## src/design/lca_bl_pkg.sv

```systemverilog
// shared types and constants of the lowest common ancestor unit
package lca_bl_pkg;

  // default geometry
  localparam int unsigned NODES_DEF  = 1024;
  localparam int unsigned LEVELS_DEF = 10;

  // fixed field widths
  localparam int unsigned NODE_W  = 10;
  localparam int unsigned DEPTH_W = 10;
  localparam int unsigned COUNT_W = 11;
  localparam int unsigned PATH_W  = 11;

  typedef enum logic [1:0] {
    CMD_LOAD  = 2'd0,
    CMD_BUILD = 2'd1,
    CMD_QUERY = 2'd2
  } cmd_e;

  typedef enum logic {
    RES_BUILD = 1'b0,
    RES_QUERY = 1'b1
  } res_kind_e;

  // one request
  typedef struct packed {
    cmd_e                 cmd;
    logic [NODE_W-1:0]    node;
    logic [NODE_W-1:0]    other_node;
    logic [NODE_W-1:0]    parent_node;
    logic                 has_parent;
    logic [DEPTH_W-1:0]   node_depth;
    logic [COUNT_W-1:0]   node_count;
  } lca_req_t;

  // one result
  typedef struct packed {
    res_kind_e            result_kind;
    logic [NODE_W-1:0]    common_ancestor;
    logic [PATH_W-1:0]    path_nodes;
  } lca_res_t;

  // datapath operations issued by the controller
  typedef enum logic [4:0] {
    OP_NONE,
    OP_LOAD,
    OP_CAPTURE,
    OP_B_RD_SELF,
    OP_B_RD_PAR,
    OP_B_WR,
    OP_FIN_B,
    OP_Q_RD_DEP,
    OP_Q_ORDER,
    OP_L_RD,
    OP_L_JUMP,
    OP_L_SKIP,
    OP_D_INIT,
    OP_D_RD,
    OP_D_JUMP,
    OP_P_RD,
    OP_P_SET,
    OP_LD_RD,
    OP_FIN_Q
  } dp_op_e;

  // datapath status seen by the controller
  typedef struct packed {
    logic bld_empty;     // nothing to build
    logic node_last;     // last node of the current build level
    logic bld_lvl_last;  // last level written by the build
    logic diff_bit;      // current depth-difference bit
    logic lift_end;      // lifting finished after this step
    logic same;          // both query nodes coincide
    logic dsc_last;      // joint descent at level zero
  } dp_stat_t;

endpackage

```

## src/design/lca_bl_ctrl.sv

```systemverilog
// controller state machine of the lowest common ancestor unit
module lca_bl_ctrl import lca_bl_pkg::*; (
  input  logic     clk_i,
  input  logic     rst_ni,
  input  logic     start_i,
  input  cmd_e     cmd_i,
  input  dp_stat_t stat_i,
  output dp_op_e   op_o,
  output logic     busy_o
);

  typedef enum logic [3:0] {
    ST_IDLE,
    ST_B_SELF,
    ST_B_PAR,
    ST_B_WR,
    ST_B_FIN,
    ST_Q_DEP,
    ST_Q_ORD,
    ST_Q_LIFT,
    ST_Q_LJMP,
    ST_Q_CMP,
    ST_Q_DRD,
    ST_Q_DJMP,
    ST_Q_PRD,
    ST_Q_PSET,
    ST_Q_LDEP,
    ST_Q_FIN
  } state_e;

  state_e state_q, state_d;
  logic   busy_q;

  always_comb begin
    state_d = state_q;
    op_o    = OP_NONE;
    unique case (state_q)
      ST_IDLE: begin
        if (start_i) begin
          unique case (cmd_i)
            CMD_LOAD: begin
              op_o = OP_LOAD;
            end
            CMD_BUILD: begin
              op_o    = OP_CAPTURE;
              state_d = ST_B_SELF;
            end
            CMD_QUERY: begin
              op_o    = OP_CAPTURE;
              state_d = ST_Q_DEP;
            end
            default: ;
          endcase
        end
      end
      ST_B_SELF: begin
        if (stat_i.bld_empty) begin
          state_d = ST_B_FIN;
        end else begin
          op_o    = OP_B_RD_SELF;
          state_d = ST_B_PAR;
        end
      end
      ST_B_PAR: begin
        op_o    = OP_B_RD_PAR;
        state_d = ST_B_WR;
      end
      ST_B_WR: begin
        op_o    = OP_B_WR;
        state_d = (stat_i.node_last && stat_i.bld_lvl_last) ? ST_B_FIN : ST_B_SELF;
      end
      ST_B_FIN: begin
        op_o    = OP_FIN_B;
        state_d = ST_IDLE;
      end
      ST_Q_DEP: begin
        op_o    = OP_Q_RD_DEP;
        state_d = ST_Q_ORD;
      end
      ST_Q_ORD: begin
        op_o    = OP_Q_ORDER;
        state_d = ST_Q_LIFT;
      end
      ST_Q_LIFT: begin
        if (stat_i.diff_bit) begin
          op_o    = OP_L_RD;
          state_d = ST_Q_LJMP;
        end else begin
          op_o    = OP_L_SKIP;
          state_d = stat_i.lift_end ? ST_Q_CMP : ST_Q_LIFT;
        end
      end
      ST_Q_LJMP: begin
        op_o    = OP_L_JUMP;
        state_d = stat_i.lift_end ? ST_Q_CMP : ST_Q_LIFT;
      end
      ST_Q_CMP: begin
        if (stat_i.same) begin
          state_d = ST_Q_LDEP;
        end else begin
          op_o    = OP_D_INIT;
          state_d = ST_Q_DRD;
        end
      end
      ST_Q_DRD: begin
        op_o    = OP_D_RD;
        state_d = ST_Q_DJMP;
      end
      ST_Q_DJMP: begin
        op_o    = OP_D_JUMP;
        state_d = stat_i.dsc_last ? ST_Q_PRD : ST_Q_DRD;
      end
      ST_Q_PRD: begin
        op_o    = OP_P_RD;
        state_d = ST_Q_PSET;
      end
      ST_Q_PSET: begin
        op_o    = OP_P_SET;
        state_d = ST_Q_LDEP;
      end
      ST_Q_LDEP: begin
        op_o    = OP_LD_RD;
        state_d = ST_Q_FIN;
      end
      ST_Q_FIN: begin
        op_o    = OP_FIN_Q;
        state_d = ST_IDLE;
      end
      default: begin
        state_d = ST_IDLE;
      end
    endcase
  end

  always_ff @(posedge clk_i or negedge rst_ni) begin
    if (!rst_ni) begin
      state_q <= ST_IDLE;
      busy_q  <= 1'b0;
    end else begin
      state_q <= state_d;
      busy_q  <= (state_d != ST_IDLE);
    end
  end

  assign busy_o = busy_q;

endmodule

```

## config.mk

```make
export PLATFORM = sky130hd
export DESIGN_NAME = lca_bl_ctrl
export DESIGN_NICKNAME = d
export VERILOG_FILES = /design/src/design/lca_bl_pkg.sv /design/src/design/lca_bl_ctrl.sv
export SDC_FILE = /design/constraint.sdc
export NUM_CORES = 1
export LEC_CHECK = 0
export BUFFER_PORTS_ARGS = -buffer_cell sky130_fd_sc_hd__buf_2
export CAP_MARGIN = 20
export CORE_AREA = 2 2 41 52
export CTS_BUF_LIST = sky130_fd_sc_hd__clkbuf_8 sky130_fd_sc_hd__clkbuf_16
export DETAILED_ROUTE_END_ITERATION = 8
export DIE_AREA = 0 0 43 54
export GPL_TIMING_DRIVEN = 0
export PLACE_DENSITY = 0.57
export SYNTH_ARGS = -nofsm -noshare
export SYNTH_HDL_FRONTEND = slang
export SYNTH_SLANG_ARGS = --single-unit
```

## constraint.sdc

```tcl
create_clock -name clk_i -period 2.5 [get_ports clk_i]
set_clock_uncertainty 0.2 [all_clocks]
set_input_delay 0.25 -clock clk_i [delete_from_list [all_inputs] [get_ports clk_i]]
set_output_delay 0.25 -clock clk_i [all_outputs]
set_load 0.02 [all_outputs]
```

## Yosys cells after proc, flatten, opt, wreduce, memory -nomap -nowiden

Index checks and enable logic that the tools add are counted.
Widths: inputs -> output; s select.

| word-level totals | value |
|---|---|
| flip-flop bits (word level) | 5 |
| input port bits | 12 |
| word-level logic and storage cells | 40 |
| output and inout port bits | 6 |

| cells by class | value |
|---|---|
| mux-type cells | 15 |
| eq/ne operators | 17 |
| reductions and logical operators | 6 |

Operators with widths:

| operator | number |
|---|---|
| $pmux 5 s16 | 1 |
| $pmux 4 s15 | 1 |
| $eq 4x4->1 const B | 8 |
| $eq 4x3->1 const B | 4 |
| $mux 4 | 4 |
| $mux 3 | 4 |
| $eq 4x2->1 const B | 2 |
| $pmux 4 s2 | 1 |
| $mux 2 | 3 |
| $eq 4x1->1 const B | 1 |
| $logic_not 4->1 | 1 |
| $pmux 2 s2 | 1 |
| $reduce_bool 4->1 | 1 |
| $reduce_or 2->1 | 2 |
| $eq 2x1->1 const B | 1 |
| $eq 2x2->1 const B | 1 |
| $logic_not 2->1 | 1 |
| $logic_and 1x1->1 | 1 |

## Logic depth before layout (Yosys ltp)

| depth | value |
|---|---|
| depth after elaboration | 5 |
| depth in mapped cells | 6 |
| depth with buffers taken out | 5 |

## Worst setup path before layout

No wires, ideal clock.

| path | value |
|---|---|
| path kind | reg2reg |
| start | register state_q[0] |
| end | register busy_q (netlist: busy_o) |
| path buffers | 1 |
| arrival time | 1.772 ns |
| setup time | 0.138 ns |
| setup slack | 0.390 ns |
| period minus slack after synthesis | 2.110 ns |
| cell stages (with the launch flop) | 6 |
| data required time | 2.162 ns |
| path through | dfrtp_1 -> buf_2 -> and3b_1 -> o31a_1 -> a2111o_1 -> or4_1 |

| on the way | value |
|---|---|
| word-level cells in the longest chain between the ends | 4 |
| elaborated cells between the ends (all ways) | 21 |
| those cells by class | eq/ne (15); mux (3); reduce/logical (3) |

Ends and longest elaborated chain:

| item | line | source |
|---|---|---|
| start, declared | lca_bl_ctrl.sv:31 | `state_e state_q, state_d;` |
| start signal, assigned | lca_bl_ctrl.sv:140 | `state_q <= state_d;` |
| $eq 4x4->1 or $eq 4x3->1 (tied branches) | lca_bl_ctrl.sv:37 | `unique case (state_q)` |
| $reduce_or 2->1 (no source line) | -- |  |
| $pmux 4 s15 * | lca_bl_ctrl.sv:37 |  |
| named net state_d[2] | lca_bl_ctrl.sv:31 |  |
| $reduce_bool 4->1 * | lca_bl_ctrl.sv:141 | `busy_q <= (state_d != ST_IDLE);` |
| end signal, assigned | lca_bl_ctrl.sv:141 |  |
| end, declared | lca_bl_ctrl.sv:32 | `logic busy_q;` |

Mark *: on every way through the listed nets, which the timed path passes. The rest lies on a longest branch.

## Worst setup path in the final report

| path | value |
|---|---|
| start | register state_q[3] |
| end | output port op_o[2] |

| on the way | value |
|---|---|
| word-level cells in the longest chain between the ends | 2 |
| elaborated cells between the ends (all ways) | 17 |
| those cells by class | eq/ne (15); mux (1); reduce/logical (1) |

Ends and longest elaborated chain:

| item | line | source |
|---|---|---|
| $eq 4x4->1 (tied with other cells) | lca_bl_ctrl.sv:37 |  |
| $pmux 5 s16 * | lca_bl_ctrl.sv:37 |  |
| end, declared | lca_bl_ctrl.sv:8 | `output dp_op_e op_o,` |

Mark *: on every way between the ends. The rest lies on a longest branch, timed or not.

==> metrics <==
Synth Flop Type=dfrtp_1; Leak=0.328 nW; Hold WC Path Type=in2async; global route total overflow=0; antenna cell count=0; worst slew pin tran=410 ps; worst skew pair latency=220 ps; PortBufs=17; max-cap violations=0; crit end category=primary output; Yosys cell types=33; flops & latches, synth=5; Post-synth top cells=7 x nor2_1, 6 x o21ai_0, 5 x a21oi_1, 5 x dfrtp_1, 5 x inv_1; CTS root buffer=clkbuf_8; power density over cell area=1180 nW/um2; fraction of registers with async set/reset=100%; slowest CP cell=clkbuf_1; fin crit share=91.6%; CP peak stage delay=390 ps; post-route ant nets=0; CORE AREA=1890 um2; cell with the most instances after synthesis=nor2_1; Rows=18; layout cells sized above 1=24.4%; Max rail drop VDD=567 uV; critical path class=reg2out; Fmax=0.437 GHz; first-pass GRT wire length=2.09 mm; initial core utilization=27.3%; CP Data Required Time=2050 ps; CTS tree=yes; endpoints failing setup=0; H-tree Lvls=1; initial antenna violation count=0; gr usage total=12.5%; Ports=18; Setup TNS=0 ps; critical path cell sequence=clkbuf_1 > clkbuf_1 > nand2_1 > nor2_1 > nor2_1 > o21ai_0 > buf_2; Via-to-Cell Ratio=5.16; Seq/Total Area, Yosys=24.2%; die width=43 um; Post-CTS Setup Bufs=0; Startpoint Class=flip-flop; total CTS buffers=3; DIE AREA=2320 um2; Synth area leaders=dfrtp_1 24%, o21ai_0 5.8%, nor2_1 5.1%; wire per inst=11.7 um; DR iter-0 viols=9; DP HPWL=1.03 mm; vias in the first global route=516; RSZ-0062 raised after global routing=no; Tmin final=2290 ps; pin count of the biggest net entering global routing=11; CTS clk-pin slew, worst paths=30 ps; clock tree buffer depth=2; relative slew slack=72.3%; wirelength, routed=1.29 mm; Layout area overhead=32.0%; 1st-pass router iterations=4; Syn Nets=82; die height=54 um; TritonCTS Sinks=5; Fin. Hold Viols=0; Post-Synthesis Cell Area=517 um2; Yosys top cell by area=dfrtp_1; worst slack, placed=300 ps; WP data arrival=1840 ps; Avg Inst Size Synth=7.60 um2; DR DRC count=0; Final Max Tran Viols=0; via count=568; post-synth top area share=24.2%; nets@finish=105; GPL Wtd Cong=0.752; final worst slack=210 ps; YS warnings=0; Post-synth EDFFs=0; Post-Synthesis Cells=68; crit-path max FO=10; status=completed
[critical path: cells and delay by family (launching register included)]
kind / cells / cell delay (ps)
flops: 1 / 330
buf+inv: 3 / 890
compound gates: 1 / 130
simple gates: 3 / 270
[cell usage in the layout (no fill, tap or decap), drive strengths merged, types with 3 or more instances in the layout]
master and instances:
a21oi 5, clkbuf 6, inv 6, o21ai 6, buf 19, nor2 7
nand2 3, nand2b 4, dfrtp 5
[sequential cells by signal, summed over array words and instances (netlist names)]
register	cells
state_q	4
busy_o	1
[kinds of logic (layout without fill, tap and decap cells)]
group                    count (synthesis)  in the layout  synth area share, %
XOR/XNOR                                 2              2                 3.39
AND/OR/NAND/NOR                         25             25                 27.6
AO/OA/AOI/OAI                           24             24                 32.2
buffers and inverters                   10             32                 7.75
adder cells (fa/ha/maj)                  2              2                 4.84
flip-flops                               5              5                 24.2
[repair_timing]
item / CTS / global route
resized for setup: 0 / 0
endpoints found under the hold margin: 5 / 0
hold buffers: 1 / 0
[per-stage QoR]
stage / power, mW / util [%] / std cells / cell area (um2) / hold WS (ps)
floorplan: 0.526 / - / 68 / 517 / -246
global placement: 0.657 / 33.1 / 105 / 627 / -135
detailed placement: 0.660 / 33.1 / 105 / 627 / -133
CTS: 0.809 / 36.0 / 110 / 682 / 171
global route: 0.880 / 36.0 / 110 / 682 / 188
finish: 0.803 / 36.0 / 110 / 682 / 173
[power by group]
| part | total, mW | switching, mW | internal, mW | leakage, nW |
|---|---|---|---|---|
| registers | 0.150 | 0.0325 | 0.117 | 0.0613 |
| clock network | 0.141 | 0.0358 | 0.105 | 0.0269 |
| logic | 0.513 | 0.309 | 0.203 | 0.240 |
| total | 0.803 | 0.378 | 0.425 | 0.328 |
[worst paths after layout]
check	from	to	slack, ps	cells after the start
max	state_q[3]	op_o[2]	210	7
min	rst_ni	state_q[2]	170	2
max reg2reg	state_q[0]	busy_o	300	5
min reg2reg	state_q[3]	state_q[1]	600	3
max in group asynchronous	rst_ni	busy_o	1800	2
min in group clk_i	cmd_i[1]	state_q[2]	250	3
[final cells by class]
cell class,count,area [um2]
inverters,5,18.8
repair buffers,18,95.1
multi-input cells,53,352
plain buffers,5,21.3
clock inverters,1,3.75
clock buffers,3,41.3
fillers,224,1210
well taps,20,25.0
flip-flops and latches,5,125
[per-layer routing]
metal,track usage (%),vias to the layer above,wire length (um)
met1,13.5,266,551
met4,7.58,0,0
met2,21.5,11,694
met3,3.69,0,46
li1,-,291,-
met5,0,-,0
Note: power is estimated with default switching activity, not from simulation.
